===== src/rtl/magnetometer_heading_macros.svh =====
// ---------------------------------------------------------------------------
// Magnetometer heading assertion macros
// Shared concurrent assertion forms for the heading block.
// ---------------------------------------------------------------------------
`ifndef MAGNETOMETER_HEADING_MACROS_SVH
`define MAGNETOMETER_HEADING_MACROS_SVH

// Checked only out of reset
`define MH_ASSERT(label, prop, msg) \
  label: assert property (@(posedge clk_i) disable iff (!rst_ni) prop) else $error(msg);

// Checked on every edge, reset included
`define MH_ASSERT_ALWAYS(label, prop, msg) \
  label: assert property (@(posedge clk_i) prop) else $error(msg);

`endif


===== src/rtl/mhead_pkg.sv =====
// ---------------------------------------------------------------------------
// Magnetometer heading package
// Shared widths, types, register codes and the arctangent table.
// ---------------------------------------------------------------------------
package mhead_pkg;

  localparam int ANGLE_STAGES = 16;  // 8..24
  localparam int TABLE_LEN    = 24;
  localparam int STAGE_W      = $clog2(TABLE_LEN);
  localparam int XW           = 19;  // rotation datapath, holds |v| * 1.65 * sqrt2
  localparam int ZW           = 26;  // angle, degrees Q16, holds +/-(180 + 100)

  localparam logic signed [ZW-1:0] Z_DEG90  = ZW'(90 * 65536);
  localparam logic signed [ZW-1:0] Z_DEG180 = ZW'(180 * 65536);

  typedef enum logic [2:0] {
    CFG_OFFSET_X = 3'd0,
    CFG_OFFSET_Y = 3'd1,
    CFG_OFFSET_Z = 3'd2,
    CFG_SCALE_X  = 3'd3,
    CFG_SCALE_Y  = 3'd4,
    CFG_SCALE_Z  = 3'd5,
    CFG_MOUNT    = 3'd6,
    CFG_DECL     = 3'd7
  } cfg_idx_e;

  typedef enum logic [2:0] {
    MNT_ROT0       = 3'd0,
    MNT_ROT90      = 3'd1,
    MNT_ROT180     = 3'd2,
    MNT_ROT270     = 3'd3,
    MNT_FLIP_ROT0  = 3'd4,
    MNT_FLIP_ROT90 = 3'd5,
    MNT_FLIP_ROT180 = 3'd6,
    MNT_FLIP_ROT270 = 3'd7
  } mount_e;

  typedef struct packed {
    logic signed [15:0] offset_x;
    logic signed [15:0] offset_y;
    logic signed [15:0] offset_z;
    logic [15:0]        scale_x;
    logic [15:0]        scale_y;
    logic [15:0]        scale_z;
    logic [2:0]         mount;
    logic signed [15:0] decl;
  } cfg_t;

  typedef struct packed {
    logic signed [15:0] fx;
    logic signed [15:0] fy;
    logic signed [15:0] fz;
  } field_t;

  typedef struct packed {
    logic signed [XW-1:0] x;
    logic signed [XW-1:0] y;
    logic signed [ZW-1:0] z;
    logic                 hold;  // angle already final, cells pass it on
    field_t               f;
  } cordic_t;

  // round(atan(2^-i) in degrees * 65536)
  function automatic logic signed [ZW-1:0] atan_entry(input logic [STAGE_W-1:0] idx);
    logic signed [ZW-1:0] v;
    case (idx)
      5'd0:    v = ZW'(2949120);
      5'd1:    v = ZW'(1740967);
      5'd2:    v = ZW'(919879);
      5'd3:    v = ZW'(466945);
      5'd4:    v = ZW'(234379);
      5'd5:    v = ZW'(117304);
      5'd6:    v = ZW'(58666);
      5'd7:    v = ZW'(29335);
      5'd8:    v = ZW'(14668);
      5'd9:    v = ZW'(7334);
      5'd10:   v = ZW'(3667);
      5'd11:   v = ZW'(1833);
      5'd12:   v = ZW'(917);
      5'd13:   v = ZW'(458);
      5'd14:   v = ZW'(229);
      5'd15:   v = ZW'(115);
      5'd16:   v = ZW'(57);
      5'd17:   v = ZW'(29);
      5'd18:   v = ZW'(14);
      5'd19:   v = ZW'(7);
      5'd20:   v = ZW'(4);
      5'd21:   v = ZW'(2);
      5'd22:   v = ZW'(1);
      default: v = '0;
    endcase
    return v;
  endfunction

endpackage


===== src/rtl/mhead_finish.sv =====
// ---------------------------------------------------------------------------
// Magnetometer heading back end
// Declination, truncation to whole degrees, wrap and sector rounding.
// Four register stages; the output registers sit in the last one.
// ---------------------------------------------------------------------------
module mhead_finish (
  input  logic               clk_i,
  input  logic               rst_ni,
  input  logic signed [15:0] decl_i,
  input  logic               in_valid_i,
  output logic               in_ready_o,
  input  mhead_pkg::cordic_t in_data_i,
  output logic               out_valid_o,
  input  logic               out_ready_i,
  output mhead_pkg::field_t  out_field_o,
  output logic [8:0]         out_deg_o,
  output logic [3:0]         out_sector_o
);

  localparam logic [16:0] RECIP_100 = 17'd83887;  // ceil(2^23 / 100)
  localparam logic [10:0] RECIP_90  = 11'd1457;   // ceil(2^17 / 90)

  logic [3:0]        valid_q;
  logic [4:0]        ready;

  mhead_pkg::field_t f1_q, f2_q, f3_q, f4_q;
  logic              neg1_q;
  logic [15:0]       n1_q;
  logic signed [10:0] deg2_q;
  logic [8:0]        deg3_q, deg4_q;
  logic [3:0]        sec4_q;

  logic signed [33:0] zt, tot, mag;
  logic [32:0]        quo_p;
  logic [9:0]         quo;
  logic signed [10:0] deg_s;
  logic [8:0]         wrap_s;
  logic [10:0]        sec_n;
  logic [21:0]        sec_p;
  logic [4:0]         sec_raw;
  logic [3:0]         sec_s;

  assign ready[4] = out_ready_i;
  for (genvar k = 0; k < 4; k++) begin : g_rdy
    assign ready[k] = !valid_q[k] || ready[k+1];
  end
  assign in_ready_o = ready[0];

  always_ff @(posedge clk_i or negedge rst_ni) begin
    if (!rst_ni) begin
      valid_q <= '0;
    end else begin
      if (ready[0]) valid_q[0] <= in_valid_i;
      if (ready[1]) valid_q[1] <= valid_q[0];
      if (ready[2]) valid_q[2] <= valid_q[1];
      if (ready[3]) valid_q[3] <= valid_q[2];
    end
  end

  // angle * 100 + decl * 65536, in 1/6553600 degree
  always_comb begin
    zt  = 34'(in_data_i.z);
    tot = (zt <<< 6) + (zt <<< 5) + (zt <<< 2) + (34'(decl_i) <<< 16);
    mag = tot[33] ? -tot : tot;
  end

  // truncate toward zero: magnitude / 65536 / 100, sign restored
  always_comb begin
    quo_p = 33'(n1_q) * 33'(RECIP_100);
    quo   = quo_p[32:23];
    deg_s = neg1_q ? -$signed({1'b0, quo}) : $signed({1'b0, quo});
  end

  always_comb begin
    if (deg2_q < -11'sd360) begin
      wrap_s = 9'(deg2_q + 11'sd720);
    end else if (deg2_q < 11'sd0) begin
      wrap_s = 9'(deg2_q + 11'sd360);
    end else if (deg2_q >= 11'sd720) begin
      wrap_s = 9'(deg2_q - 11'sd720);
    end else if (deg2_q >= 11'sd360) begin
      wrap_s = 9'(deg2_q - 11'sd360);
    end else begin
      wrap_s = 9'(deg2_q);
    end
  end

  // (4 * deg + 45) / 90, sixteen folds back to north
  always_comb begin
    sec_n   = {deg3_q, 2'b00} + 11'd45;
    sec_p   = 22'(sec_n) * 22'(RECIP_90);
    sec_raw = sec_p[21:17];
    sec_s   = (sec_raw == 5'd16) ? 4'd0 : sec_raw[3:0];
  end

  always_ff @(posedge clk_i) begin
    if (ready[0] && in_valid_i) begin
      f1_q   <= in_data_i.f;
      neg1_q <= tot[33];
      n1_q   <= mag[31:16];
    end
    if (ready[1] && valid_q[0]) begin
      f2_q   <= f1_q;
      deg2_q <= deg_s;
    end
    if (ready[2] && valid_q[1]) begin
      f3_q   <= f2_q;
      deg3_q <= wrap_s;
    end
    if (ready[3] && valid_q[2]) begin
      f4_q   <= f3_q;
      deg4_q <= deg3_q;
      sec4_q <= sec_s;
    end
  end

  assign out_valid_o  = valid_q[3];
  assign out_field_o  = f4_q;
  assign out_deg_o    = deg4_q;
  assign out_sector_o = sec4_q;

endmodule


===== config.mk =====
export PLATFORM = sky130hd
export DESIGN_NAME = mhead_finish
export DESIGN_NICKNAME = d
export VERILOG_FILES = /design/src/rtl/magnetometer_heading_macros.svh /design/src/rtl/mhead_pkg.sv /design/src/rtl/mhead_finish.sv
export SDC_FILE = /design/constraint.sdc
export NUM_CORES = 1
export LEC_CHECK = 0
export BUFFER_PORTS_ARGS = -buffer_cell sky130_fd_sc_hd__buf_2
export CAP_MARGIN = 10
export CORE_MARGIN = 8
export CORE_UTILIZATION = 60
export DETAILED_ROUTE_END_ITERATION = 8
export PLACE_DENSITY_LB_ADDON = 0.15
export RECOVER_POWER = 100
export SETUP_SLACK_MARGIN = 0.02
export SLEW_MARGIN = 0
export SYNTH_ARGS = -nofsm -noshare
export SYNTH_HDL_FRONTEND = slang
export SYNTH_SLANG_ARGS = --single-unit

===== constraint.sdc =====
create_clock -name clk_i -period 11.14 [get_ports clk_i]
set_input_delay 3.342 -clock clk_i [delete_from_list [all_inputs] [get_ports clk_i]]
set_output_delay 3.342 -clock clk_i [all_outputs]
set_load 0.05 [all_outputs]

## Word level (Yosys, flattened, before mapping)

Cells that the tools add are included.

- $add $sub $neg: 10
- $mul: 2
- Order comparisons: 4
- Equal/unequal tests: 1
- Mux-type cells: 6
- Reductions and logical operators: 12

Operators with widths:

| kind | number |
|---|---|
| two-way mux 9 bit | 4 |
| adder 33 x 28 -> 34 bit | 1 |
| adder 34 x 32 -> 34 bit | 1 |
| adder 32 x 31 -> 33 bit | 1 |
| multiplier 16 x 17 -> 33 bit, second input constant | 1 |
| two-way mux 32 bit | 1 |
| negation 32 bit | 1 |
| multiplier 11 x 11 -> 22 bit, second input constant | 1 |
| adder 9 bit, second input constant | 2 |
| subtractor 9 bit, second input constant | 2 |
| adder 11 x 6 -> 11 bit, second input constant | 1 |
| >= comparator 11 x 10 -> 1 bit, second input constant | 1 |
| >= comparator 11 bit, second input constant | 1 |
| less-than comparator 11 x 1 -> 1 bit, second input constant | 1 |
| less-than comparator 11 x 10 -> 1 bit, second input constant | 1 |
| negation 10 -> 11 bit | 1 |
| two-way mux 10 bit | 1 |
| == test 5 bit, second input constant | 1 |
| logical AND 1 bit | 4 |
| logical NOT 1 bit | 4 |
| logical OR 1 bit | 4 |

- Bits in registers: 246
- Input bits: 133
- Output and inout port bits: 63
- Logic and storage cells: 58

## Longest topological paths before layout

- Depth after elaboration: 6
- Gate-level depth with buffers: 28
- Mapped depth without buffers: 28

## Worst setup path before layout

No wires, ideal clock.

- Kind: in2out
- Start: in out_ready_i
- End: out in_ready_o
- Arrival: 4.098 ns
- Data required time: 7.798 ns
- Path slack: 3.700 ns
- Cell stages on the path: 2
- Path buffers: 0
- Cell sequence: nor2b_1 nand4_1

- Cells in the longest elaborated chain, start to end: 4

RTL lines:

| what | line | text |
|---|---|---|
| start, declared | mhead_finish.sv:14 | `input logic out_ready_i,` |
| logical OR 1 bit (4 in series) | mhead_finish.sv:45 | `assign ready[k] = !valid_q[k] \|\| ready[k+1];` |
| end, declared | mhead_finish.sv:11 | `output logic in_ready_o,` |

No other way between the ends.

## Worst setup path in the final report

- Start: reg n1_q[10]
- End: reg deg2_q[8], data pin

- Cells in the longest elaborated chain, start to end: 3

RTL lines:

| what | line | text |
|---|---|---|
| start, declared | mhead_finish.sv:28 | `logic [15:0] n1_q;` |
| start signal, assigned | mhead_finish.sv:100 | `n1_q <= mag[31:16];` |
| multiplier 16 x 17 -> 33 bit (*) | mhead_finish.sv:69 | `quo_p = 33'(n1_q) * 33'(RECIP_100);` |
| negation 10 -> 11 bit | mhead_finish.sv:71 | `deg_s = neg1_q ? -$signed({1'b0, quo}) : $signed({1'b0, quo});` |
| two-way mux 10 bit (*) | mhead_finish.sv:71 |  |
| via deg_s[8] | mhead_finish.sv:36 | `logic signed [10:0] deg_s;` |
| end signal, assigned | mhead_finish.sv:104 | `deg2_q <= deg_s;` |
| end, declared | mhead_finish.sv:29 | `logic signed [10:0] deg2_q;` |

Mark *: on every way through the listed nets, which the timed path passes. The rest lies on a longest branch.
A chain may end at the register's enable or synchronous reset.

==> results.yml <==
logic_synthesis:
  syn_nets: 1872
  avgSynthCellArea_um2: 13.0
  ys_types: 71
  async_reset_ff_share_pct: 1.63
  seq_area_frac_synth_pct: 42.4
  syn_inst: 1337
  yosysWarningCount: 0
  synth_flop_cell: "edfxtp_1"
  ys_ff_latch: 246
  synth_area_mm2: 0.0174
  synth-edff-count: 242
run_status:
  outcome: "finished with violations"
  violations: "capacitance limit, slew limit"
timing:
  finalSetupTns_ns: 0
  worstMarginPinSlew_ns: 3.08
  timing.final.crit_share_pct: 70.0
  fmax_ghz: 0.128
  clock_skew_ns: 0.0206
  fin_ws_ns: 3.34
  finalHoldViolCount: 0
  hold_slack_ns: 0.405
  finalSetupViolCount: 0
  maxSlewHeadroom_pct: -105
  rsz0062_at_grt: "false"
  final_max_slew_viol_count: 230
  fin_crit_ns: 7.80
clock_network:
  clk_pin_slew_ns: 0.06
  cts_max_level: 1
  cts.path.max_buffers: 3
  clk-insertion-delay-late_ns: 0.53
  post_cts_resized: 0
  hold_buffers: 0
  post_cts_buffers: 0
  numCtsBuffers: 25
  tritoncts: "done"
  clock_sinks: 246
  cts-root-buf: "clkbuf_16"
grt:
  grt_pass1_wl_mm: 53.1
  grt_max_degree: 57
  grt_pass1_vias: 10600
  grt_antenna_before_repair: 1
  overflow: 0
  grtUsageTotal_pct: 19.3
floorplan:
  std_cell_rows: 62
  num_io_pins: 196
  core_mm2: 0.0286
  initial_core_util_pct: 60.7
  dieArea_mm2: 0.0347
  fp.dieH_um: 186
  dieWidth_um: 186
route:
  drc: 0
  wl_per_cell_um: 17.3
  wl_mm: 33.3
  first_pass_iters: 7
  ant_nets: 0
  viasPerCell: 5.39
  routed-via-count: 10400
  drtIter0Drc: 446
setup_path:
  required_ns: 11.40
  cp-start-kind: "flip-flop"
  critPathSlowestCell: "fa_1"
  path_class: "reg -> reg"
  max_stage_delay_ns: 0.65
  path_common_cell: "fa_1"
  cp_data_arrival_time_ns: 8.06
  endpoint_kind: "flip-flop"
  path_max_fanout: 5
  path_cells: "fa_1 > fa_1 > inv_1 > fa_1 > inv_1 > fa_1 > fa_1 > fa_1 > ha_1 > a21oi_1 > nor2b_1 > o31a_1 > o21a_1 > o21ai_0 > o311ai_0 > xnor2_1 > ha_1 > or4b_2 > nor3_1 > a211o_1 > nand2_1 > nor4b_1 > a211oi_1 > xor2_1"
placement:
  placed_area_mm2: 0.0187
  gp_congestion: 0.895
  io_buffers: 156
  hpwlAfterDp_mm: 27.0
  post-place-ws_ns: 3.35
layout:
  areaGrowthSynthToFinish_pct: 11.1
  nFillCells: 2122
  final_area_mm2: 0.0193
  nets: 2052
  drive_gt1_share_pct: 8.60
  multi_input_area_mm2: 0.00905
  regArea_mm2: 0.00737
worst_hold_path:
  hp-class: "reg -> reg"
flow_run:
  cap_violations: 5
## worst max-delay path, delay by kind of cell, from the launching register on
family | cells | cell delay, ns
XOR/XNOR | 2 | 0.47
buffers and inverters | 2 | 0.12
flip-flops | 1 | 0.53
AO/OA/AOI/OAI | 7 | 1.20
AND/OR/NAND/NOR | 5 | 1.30
adder cells (fa/ha/maj) | 8 | 3.91
## stage by stage
stage / util, % / cells
global placement: 65.2 / 1874
detailed placement: 65.2 / 1874
finish: 67.4 / 1920
floorplan: - / 1337
CTS: 67.9 / 1919
global route: 67.4 / 1920
## cell usage after synthesis (9+ instances only)
cell | n | area share, %
o21a_1 | 12 | 0.52
a21oi_1 | 58 | 1.7
nor3_1 | 9 | 0.26
ha_1 | 244 | 18
inv_1 | 240 | 5.2
xnor2_1 | 46 | 2.3
nor2_1 | 39 | 0.84
a21o_1 | 23 | 0.99
fa_1 | 158 | 18
nand3_1 | 17 | 0.49
nor2b_1 | 10 | 0.36
edfxtp_1 | 242 | 42
o21ai_0 | 35 | 1.0
xor2_1 | 21 | 1.1
a31oi_1 | 9 | 0.32
nand2_1 | 40 | 0.86
## cells in the final DEF (no fill, tap or decap), types with 5 or more instances in the layout
cell type	synthesis	final
xor2_1	21	21
or2_2	5	5
nand2b_1	5	5
buf_2	1	80
o21a_1	12	12
a31oi_1	9	9
clkbuf_16	0	25
a21oi_1	58	58
inv_1	240	240
nor4_1	5	5
o21ai_0	35	38
fa_1	158	158
nor3_1	9	9
xnor2_1	46	46
nand2_1	40	40
a21o_1	23	23
or3_1	7	7
a211oi_1	7	7
o31ai_1	3	5
o21bai_1	5	5
edfxtp_1	242	242
clkbuf_1	7	84
nand3_1	17	17
nor2b_1	10	10
nor2_1	39	39
clkinv_1	0	6
ha_1	244	244
and3_1	5	5
## layer usage
layer	vias up	track usage, %	routed length [um]
li1	5009	-	-
met1	5086	24.6	13700
met2	209	34.8	17400
met3	46	2.06	1370
met4	0	5.34	808
met5	-	0	0
## registers in the layout, summed over array words and instances, names as in the netlist
signal,cells
deg2_q,11
f3_q,48
deg3_q,9
n1_q,16
out_field_o,48
neg1_q,1
valid_q,4
f1_q,48
f2_q,48
out_sector_o,4
out_deg_o,9
## cell families after synthesis
kind of cell	share of synthesized area (%)
simple gates	5.03
xor+xnor	3.38
compound gates	7.81
buf+inv	5.37
fa+ha+maj	35.8
mux	0.230
flops	42.4
## layout make-up
type	count	area share [%]
clock inverters	17	0.836
flip-flops and latches	246	38.2
repair buffers	161	3.65
diodes	1	0.0130
multi-input cells	843	46.9
clock buffers	28	3.30
inverters	240	4.67
well taps	384	2.49
## path summary, 6_finish.rpt
kind	slack [ns]	endpoint	start	cells after the start
worst max register to register	3.34	deg2_q[8]	n1_q[10]	24
min in group asynchronous	2.63	valid_q[0]	rst_ni	1
max in group asynchronous	8.31	valid_q[1]	rst_ni	1
worst max-delay path	3.34	deg2_q[8]	n1_q[10]	24
worst min-delay path	0.41	out_field_o[36]	f3_q[36]	0
worst min register to register	0.41	out_field_o[36]	f3_q[36]	0
Power is not shown: default switching activity piles up to over one toggle a cycle in this logic, so the estimate is an artifact.
