--- src/rtl/magnetometer_heading_macros.svh ---
// ---------------------------------------------------------------------------
// Magnetometer heading assertion macros
// Shared concurrent assertion forms for the heading block.
// ---------------------------------------------------------------------------
`ifndef MAGNETOMETER_HEADING_MACROS_SVH
`define MAGNETOMETER_HEADING_MACROS_SVH

// Checked only out of reset
`define MH_ASSERT(label, prop, msg) \
  label: assert property (@(posedge clk_i) disable iff (!rst_ni) prop) else $error(msg);

// Checked on every edge, reset included
`define MH_ASSERT_ALWAYS(label, prop, msg) \
  label: assert property (@(posedge clk_i) prop) else $error(msg);

`endif

--- src/rtl/mhead_pkg.sv ---
// ---------------------------------------------------------------------------
// Magnetometer heading package
// Shared widths, types, register codes and the arctangent table.
// ---------------------------------------------------------------------------
package mhead_pkg;

  localparam int ANGLE_STAGES = 16;  // 8..24
  localparam int TABLE_LEN    = 24;
  localparam int STAGE_W      = $clog2(TABLE_LEN);
  localparam int XW           = 19;  // rotation datapath, holds |v| * 1.65 * sqrt2
  localparam int ZW           = 26;  // angle, degrees Q16, holds +/-(180 + 100)

  localparam logic signed [ZW-1:0] Z_DEG90  = ZW'(90 * 65536);
  localparam logic signed [ZW-1:0] Z_DEG180 = ZW'(180 * 65536);

  typedef enum logic [2:0] {
    CFG_OFFSET_X = 3'd0,
    CFG_OFFSET_Y = 3'd1,
    CFG_OFFSET_Z = 3'd2,
    CFG_SCALE_X  = 3'd3,
    CFG_SCALE_Y  = 3'd4,
    CFG_SCALE_Z  = 3'd5,
    CFG_MOUNT    = 3'd6,
    CFG_DECL     = 3'd7
  } cfg_idx_e;

  typedef enum logic [2:0] {
    MNT_ROT0       = 3'd0,
    MNT_ROT90      = 3'd1,
    MNT_ROT180     = 3'd2,
    MNT_ROT270     = 3'd3,
    MNT_FLIP_ROT0  = 3'd4,
    MNT_FLIP_ROT90 = 3'd5,
    MNT_FLIP_ROT180 = 3'd6,
    MNT_FLIP_ROT270 = 3'd7
  } mount_e;

  typedef struct packed {
    logic signed [15:0] offset_x;
    logic signed [15:0] offset_y;
    logic signed [15:0] offset_z;
    logic [15:0]        scale_x;
    logic [15:0]        scale_y;
    logic [15:0]        scale_z;
    logic [2:0]         mount;
    logic signed [15:0] decl;
  } cfg_t;

  typedef struct packed {
    logic signed [15:0] fx;
    logic signed [15:0] fy;
    logic signed [15:0] fz;
  } field_t;

  typedef struct packed {
    logic signed [XW-1:0] x;
    logic signed [XW-1:0] y;
    logic signed [ZW-1:0] z;
    logic                 hold;  // angle already final, cells pass it on
    field_t               f;
  } cordic_t;

  // round(atan(2^-i) in degrees * 65536)
  function automatic logic signed [ZW-1:0] atan_entry(input logic [STAGE_W-1:0] idx);
    logic signed [ZW-1:0] v;
    case (idx)
      5'd0:    v = ZW'(2949120);
      5'd1:    v = ZW'(1740967);
      5'd2:    v = ZW'(919879);
      5'd3:    v = ZW'(466945);
      5'd4:    v = ZW'(234379);
      5'd5:    v = ZW'(117304);
      5'd6:    v = ZW'(58666);
      5'd7:    v = ZW'(29335);
      5'd8:    v = ZW'(14668);
      5'd9:    v = ZW'(7334);
      5'd10:   v = ZW'(3667);
      5'd11:   v = ZW'(1833);
      5'd12:   v = ZW'(917);
      5'd13:   v = ZW'(458);
      5'd14:   v = ZW'(229);
      5'd15:   v = ZW'(115);
      5'd16:   v = ZW'(57);
      5'd17:   v = ZW'(29);
      5'd18:   v = ZW'(14);
      5'd19:   v = ZW'(7);
      5'd20:   v = ZW'(4);
      5'd21:   v = ZW'(2);
      5'd22:   v = ZW'(1);
      default: v = '0;
    endcase
    return v;
  endfunction

endpackage

--- src/rtl/mhead_front.sv ---
// ---------------------------------------------------------------------------
// Magnetometer heading front end
// Offset, gain and saturation per axis, then mounting remap and the
// quadrant set-up of the rotation chain. Two register stages.
// ---------------------------------------------------------------------------
module mhead_front (
  input  logic              clk_i,
  input  logic              rst_ni,
  input  mhead_pkg::cfg_t   cfg_i,
  input  logic              in_valid_i,
  output logic              in_ready_o,
  input  logic [15:0]       raw_x_i,
  input  logic [15:0]       raw_y_i,
  input  logic [15:0]       raw_z_i,
  output logic              out_valid_o,
  input  logic              out_ready_i,
  output mhead_pkg::cordic_t out_data_o
);

  function automatic logic signed [15:0] correct_axis(input logic signed [15:0] raw,
                                                      input logic signed [15:0] off,
                                                      input logic [15:0]        scl);
    logic signed [16:0] d;
    logic signed [33:0] p;
    logic signed [19:0] s;
    logic signed [15:0] r;
    d = $signed({raw[15], raw}) - $signed({off[15], off});
    p = 34'(d) * 34'($signed({1'b0, scl}));
    s = $signed(p[33:14]);
    if (s > 20'sd32767) begin
      r = 16'sh7fff;
    end else if (s < -20'sd32768) begin
      r = 16'sh8000;
    end else begin
      r = s[15:0];
    end
    return r;
  endfunction

  function automatic logic signed [15:0] neg16(input logic signed [15:0] v);
    logic signed [15:0] r;
    r = (v == 16'sh8000) ? 16'sh7fff : -v;
    return r;
  endfunction

  logic               v1_q, v2_q;
  logic               ready1, ready2;
  mhead_pkg::field_t  ax_q;
  mhead_pkg::field_t  or_s;
  mhead_pkg::cordic_t init_s, data_q;

  assign ready2     = !v2_q || out_ready_i;
  assign ready1     = !v1_q || ready2;
  assign in_ready_o = ready1;

  always_ff @(posedge clk_i or negedge rst_ni) begin
    if (!rst_ni) begin
      v1_q <= 1'b0;
      v2_q <= 1'b0;
    end else begin
      if (ready1) begin
        v1_q <= in_valid_i;
      end
      if (ready2) begin
        v2_q <= v1_q;
      end
    end
  end

  always_ff @(posedge clk_i) begin
    if (ready1 && in_valid_i) begin
      ax_q.fx <= correct_axis(raw_x_i, cfg_i.offset_x, cfg_i.scale_x);
      ax_q.fy <= correct_axis(raw_y_i, cfg_i.offset_y, cfg_i.scale_y);
      ax_q.fz <= correct_axis(raw_z_i, cfg_i.offset_z, cfg_i.scale_z);
    end
    if (ready2 && v1_q) begin
      data_q <= init_s;
    end
  end

  always_comb begin
    unique case (mhead_pkg::mount_e'(cfg_i.mount))
      mhead_pkg::MNT_ROT0: begin
        or_s = '{ax_q.fx, ax_q.fy, ax_q.fz};
      end
      mhead_pkg::MNT_ROT90: begin
        or_s = '{ax_q.fy, neg16(ax_q.fx), ax_q.fz};
      end
      mhead_pkg::MNT_ROT180: begin
        or_s = '{neg16(ax_q.fx), neg16(ax_q.fy), ax_q.fz};
      end
      mhead_pkg::MNT_ROT270: begin
        or_s = '{neg16(ax_q.fy), ax_q.fx, ax_q.fz};
      end
      mhead_pkg::MNT_FLIP_ROT0: begin
        or_s = '{neg16(ax_q.fx), ax_q.fy, neg16(ax_q.fz)};
      end
      mhead_pkg::MNT_FLIP_ROT90: begin
        or_s = '{ax_q.fy, ax_q.fx, neg16(ax_q.fz)};
      end
      mhead_pkg::MNT_FLIP_ROT180: begin
        or_s = '{ax_q.fx, neg16(ax_q.fy), neg16(ax_q.fz)};
      end
      default: begin
        or_s = '{neg16(ax_q.fy), neg16(ax_q.fx), neg16(ax_q.fz)};
      end
    endcase
  end

  // On an axis the angle is final at once; in the left half-plane flip the vector and start from +/-180 degrees
  always_comb begin
    init_s.f    = or_s;
    init_s.x    = mhead_pkg::XW'(or_s.fx);
    init_s.y    = mhead_pkg::XW'(or_s.fy);
    init_s.z    = '0;
    init_s.hold = 1'b0;
    if (or_s.fy == 16'sd0) begin
      init_s.hold = 1'b1;
      init_s.z    = (or_s.fx < 16'sd0) ? mhead_pkg::Z_DEG180 : '0;
    end else if (or_s.fx == 16'sd0) begin
      init_s.hold = 1'b1;
      init_s.z    = (or_s.fy > 16'sd0) ? mhead_pkg::Z_DEG90 : -mhead_pkg::Z_DEG90;
    end else if (or_s.fx < 16'sd0) begin
      init_s.z = (or_s.fy > 16'sd0) ? mhead_pkg::Z_DEG180 : -mhead_pkg::Z_DEG180;
      init_s.x = -mhead_pkg::XW'(or_s.fx);
      init_s.y = -mhead_pkg::XW'(or_s.fy);
    end
  end

  assign out_valid_o = v2_q;
  assign out_data_o  = data_q;

endmodule

--- config.mk ---
export PLATFORM = sky130hd
export DESIGN_NAME = mhead_front
export DESIGN_NICKNAME = d
export VERILOG_FILES = /design/src/rtl/magnetometer_heading_macros.svh /design/src/rtl/mhead_pkg.sv /design/src/rtl/mhead_front.sv
export SDC_FILE = /design/constraint.sdc
export NUM_CORES = 2
export LEC_CHECK = 0
export ABC_AREA = 1
export BUFFER_PORTS_ARGS = -buffer_cell sky130_fd_sc_hd__buf_2
export CAP_MARGIN = 5
export CORE_MARGIN = 5
export CORE_UTILIZATION = 55
export DETAILED_ROUTE_END_ITERATION = 10
export PLACE_DENSITY = 0.75
export SLEW_MARGIN = 20
export SYNTH_ARGS = -nofsm -noshare
export SYNTH_HDL_FRONTEND = slang
export SYNTH_SLANG_ARGS = --single-unit
export TNS_END_PERCENT = 30
--- constraint.sdc ---
create_clock -name clk_i -period 7.25 [get_ports clk_i]
set_clock_uncertainty 0.05 [all_clocks]
set_input_delay 0.3625 -clock clk_i [delete_from_list [all_inputs] [get_ports clk_i]]
set_output_delay 0.3625 -clock clk_i [all_outputs]
set_load 0.02 [all_outputs]
* Yosys cells after proc, flatten, opt, wreduce, memory -nomap -nowiden
Cells that the tools add are included.
** Operators by class
- Magnitude comparators :: 8
- $mul :: 3
- Multiplexer cells :: 16
- Reductions and logical operators :: 9
- Add/sub/neg operators :: 8
- Equal/unequal tests :: 9
** Operators by type and width (number)
- 48-bit case mux with 7 select lines :: 1
- 17-bit by 17-bit multiplier with 34-bit output :: 3
- 16-bit 2-to-1 mux :: 6
- 26-bit 2-to-1 mux :: 3
- 38-bit 2-to-1 mux :: 2
- 64-bit 2-to-1 mux :: 1
- 20-bit by 16-bit > comparator with 1-bit output, second input constant :: 3
- 20-bit by 16-bit < comparator with 1-bit output, second input constant :: 3
- 16-bit by 16-bit subtractor with 17-bit output :: 3
- 16-bit == test, second input constant :: 3
- 16-bit negator :: 3
- 16-bit negator with 19-bit output :: 2
- 16-bit logical NOT :: 2
- 27-bit 2-to-1 mux :: 1
- 24-bit 2-to-1 mux :: 1
- 16-bit by 1-bit > comparator with 1-bit output, second input constant :: 1
- 16-bit by 1-bit < comparator with 1-bit output, second input constant :: 1
- 3-bit == test, second input constant :: 3
- 3-bit by 2-bit == test with 1-bit output, second input constant :: 2
- 3-bit by 1-bit == test with 1-bit output, second input constant :: 1
- 3-bit logical NOT :: 1
- 1-bit logical AND :: 2
- 1-bit logical NOT :: 2
- 1-bit logical OR :: 2
- 1-bit 2-to-1 mux :: 1
** Word-level totals
- Register bits :: 163
- Output and inout bits :: 115
- Input port bits :: 167

* Longest topological paths before layout
- Word-level depth :: 8
- Mapped depth :: 44

* Worst setup path after synthesis
OpenSTA, ideal clock, no wires.
- Kind :: input port to flip-flop
- Start :: input port raw_y_i[0]
- End :: register ax_q[21] (netlist bit) (data pin)
- Slack :: -0.770 ns
- Required time :: 6.936 ns
- Path buffers :: 3
- Cell stages on the path :: 37
- Arrival time :: 7.706 ns
- Setup time :: 0.264 ns
- Cell sequence :: inv_1 -> ha_1 -> fa_1 -> inv_1 -> a21o_1 -> a21oi_1 -> o21bai_1 -> nand3_1 -> nand2_1 -> nand2_1 -> nand2_1 -> clkbuf_1 -> nor2_1 -> fa_1 -> fa_1 -> clkbuf_1 -> inv_1 -> fa_1 -> fa_1 -> inv_1 -> fa_1 -> inv_1 -> fa_1 -> inv_1 -> ha_1 -> nand2_1 -> nor3_1 -> nand2_1 -> nor4_1 -> nand2_1 -> nand3_1 -> nand2_1 -> nor3_1 -> nand2_1 -> nand2_1 -> clkbuf_1 -> nand2_1
** On the way
- Longest elaborated chain between the ends :: 4
- Elaborated cells between the ends (all ways) :: 5
** Ends and longest elaborated chain
- from (decl) :: line mhead_front.sv:13 : input logic [15:0] raw_y_i,
- 16-bit by 16-bit subtractor with 17-bit output (*) :: line mhead_front.sv:27 : d = $signed({raw[15], raw}) - $signed({off[15], off});
- 17-bit by 17-bit multiplier with 34-bit output (*) :: line mhead_front.sv:28 : p = 34'(d) * 34'($signed({1'b0, scl}));
- 20-bit by 16-bit < comparator with 1-bit output :: line mhead_front.sv:32 : end else if (s < -20'sd32768) begin
- 16-bit 2-to-1 mux :: line mhead_front.sv:32
- to (decl) :: line mhead_front.sv:48 : mhead_pkg::field_t ax_q;
Mark *: on every way between the ends. The rest lies on a longest branch, timed or not.
A chain may end at the register's enable or synchronous reset.

* Worst setup path after layout
- Start :: input port cfg_i[70] (netlist bit)
- End :: register ax_q[2] (netlist bit) (data pin)
** On the way
- Longest elaborated chain between the ends :: 4
- Elaborated cells between the ends (all ways) :: 5
** Ends and longest elaborated chain
- from (decl) :: line mhead_front.sv:9 : input mhead_pkg::cfg_t cfg_i,
- 16-bit by 16-bit subtractor with 17-bit output (*) :: line mhead_front.sv:27
- 17-bit by 17-bit multiplier with 34-bit output (*) :: line mhead_front.sv:28
- 20-bit by 16-bit < comparator with 1-bit output :: line mhead_front.sv:32
- 16-bit 2-to-1 mux :: line mhead_front.sv:32
Marked as above.

==> impl_metrics.py <==
metrics = {
    "clock_tree": {
        "cts_buffers": 17,
        "path_clk_slew_ps": 70,
        "cts_root_buf": "clkbuf_16",
        "insertion_delay_ps": 440,
        "cts_tree": "yes",
        "htreeDepth": 4,
        "cts_sinks": 141,
        "clk_path_buf_depth": 2,
    },
    "route": {
        "drtIter0Drc": 3125,
        "via_per_inst": 5.226,
        "drt_pass1_iterations": 7,
        "drc": 0,
        "ant_nets": 0,
        "post_drt_wl_per_cell_microns": 16.76,
        "vias": 37690,
        "routed_wl_microns": 120900,
    },
    "synth": {
        "syn_area_sq_um": 42160,
        "ys_ff_latch": 141,
        "syn_inst": 5362,
        "synth_edf_count": 139,
        "synth_top_area_share": 0.3875,
        "seq_area_frac_synth": 0.1002,
        "ys_async_sr_fraction": 0.01418,
        "syn_area_per_cell_sq_um": 7.863,
        "synthTopCellsByArea": "fa_1 (39%), inv_1 (13%), edfxtp_1 (9.9%), ha_1 (9.3%), nand2_1 (9.3%)",
        "synth_ff_type": "edfxtp_1",
        "yosys.cell_types.count": 52,
        "yosysWarnings": 0,
        "synth_commonest_cells": "inv_1 (1407), nand2_1 (1040), fa_1 (816)",
        "yosys.area.top_type": "fa_1",
        "synth_most_common_cell": "inv_1",
    },
    "grt": {
        "grt_max_degree": 92,
        "gr-max-usage-layer": "met2",
        "grt_antenna_before_repair": 1,
        "grt_pass1_vias": 38350,
        "grt_util_met2": 0.4826,
        "use_met1": 0.3875,
        "grt_overflow": 0,
        "grt_pass1_wl_microns": 190300,
        "globalRouteMet3Util": 0.04647,
        "track_usage": 0.2849,
    },
    "layout": {
        "drive_above_1_share": 0.2320,
        "nets": 7462,
        "multi_input_area_sq_um": 33990,
        "area.sequential_sq_um": 4224,
        "synthToLayoutAreaGrowth_pct": 23.15,
        "fill_cells": 6037,
    },
    "critical_path": {
        "arrival_ps": 7420,
        "endpoint_kind": "flop",
        "max_stage_delay_ps": 560,
        "cp_max_fo": 8,
        "critPathLaunchType": "input port",
        "cp_slowest_cell": "fa_1",
        "worstSetupPathType": "in2reg",
        "crit_required_ps": 7390,
    },
    "timing": {
        "setup_viol": 4,
        "maxSlewHeadroom": 0.2813,
        "period_needed_ps": 7281,
        "setup_ws_ps": -30.73,
        "report.final.hold_viol_count": 0,
        "worst_pin_slew_ps": 1078,
        "grt_setup_unrepaired": "true",
        "fin_crit_sh": 1.004,
        "hold_ws_ps": 171.4,
        "drv_slew": 0,
        "finalSetupTns_ps": -40.82,
        "fmax_ghz": 0.1373,
    },
    "floorplan": {
        "die_x_microns": 286.9,
        "initial_core_util": 0.5551,
        "ios": 282,
        "die_h_microns": 286.9,
        "rows": 101,
        "design.die.area_sq_um": 82290,
        "core_sq_um": 75950,
    },
    "status": {
        "status": "finished, violations left",
        "violations": "setup timing",
    },
    "place": {
        "gp_congestion": 0.9709,
        "io_buffers": 248,
        "dp_slack_ps": -808.0,
        "dp_hpwl_microns": 102000,
    },
    "min_path": {
        "min_path_type": "in2reg",
    },
    "flow_run": {
        "drv_cap": 0,
    },
}
## sequential cells by signal, summed over array words and instances (netlist names)
register and flops:
out_data_o 91, ax_q 48, v1_q 1, out_valid_o 1
## through the flow
step | area (sq um) | util | std cells
global route | 51920 | 0.6836 | 7210
CTS | 49930 | 0.6574 | 7173
detailed placement | 49000 | 0.6451 | 7135
global placement | 49000 | 0.6451 | 7135
finish | 51920 | 0.6836 | 7211
floorplan | 42510 | - | 5378
## kinds of logic (layout without fill, tap and decap cells)
logic type / after synthesis / in the layout / synth area share
compound gates: 373 / 373 / 0.05072
fa+ha+maj: 1128 / 1128 / 0.4800
flops: 141 / 141 / 0.1002
simple gates: 2014 / 2017 / 0.1977
other cells: 1 / 18 / 0.00008894
xor+xnor: 137 / 137 / 0.02846
buf+inv: 1568 / 2367 / 0.1428
## metal layers
metal | up-vias | part of all wire
li1 | 17440 | -
met1 | 18260 | 0.40
met2 | 1690 | 0.48
met3 | 301 | 0.090
met4 | 0 | 0.030
met5 | - | 0
## placed cells by master, fill, tap and decap left out, drive strengths merged, types with 17 or more instances in the layout
master / Yosys / routed
xor2: 77 / 77
nand4: 21 / 21
clkinv: 31 / 27
xnor2: 60 / 60
a21oi: 155 / 155
clkbuf: 84 / 19
nor2: 608 / 608
nand3: 199 / 199
o21bai: 19 / 19
ha: 312 / 312
fa: 816 / 816
buf: 36 / 884
nor3: 46 / 46
a31oi: 20 / 20
or2: 71 / 71
inv: 1417 / 1428
edfxtp: 139 / 139
o21ai: 103 / 103
nand2: 1047 / 1050
conb: 1 / 17
a22oi: 30 / 30
## layout make-up
type,count,share of cell area
antenna,1,0.00004820
clock buffer,17,0.008193
clock inverter,15,0.004121
inverter,1448,0.1056
multi-input combinational,3672,0.6546
sequential,141,0.08136
tap,1030,0.02482
timing repair buffer,887,0.1213
## repair_timing
item | CTS | global route
gates resized for setup | 76 | 391
hold endpoints to repair | 2 | 0
endpoints found under the setup margin | 46 | 48
hold buffers | 1 | 0
pin swaps | 23 | 185
setup buffers | 3 | 34
gates cloned | 2 | 3
## worst paths after layout
check | cells past startpoint | slack, ps | end | from
max | 36 | -30 | ax_q[2] | cfg_i[70]
min | 3 | 170 | v1_q | in_valid_i
max reg2reg | 17 | 3310 | out_data_o[91] | ax_q[32]
min reg2reg | 2 | 490 | out_valid_o | v1_q
max in group asynchronous | 2 | 6850 | v1_q | rst_ni
min in group asynchronous | 2 | 190 | out_valid_o | rst_ni
## critical path: cells and delay by family
family,cells,cell delay (ps)
buf+inv,7,710
compound gates,2,210
xor+xnor,1,160
simple gates,18,2370
fa+ha+maj,8,3580
Power is not shown: default switching activity piles up to over one toggle a cycle in this logic, so the estimate is an artifact.
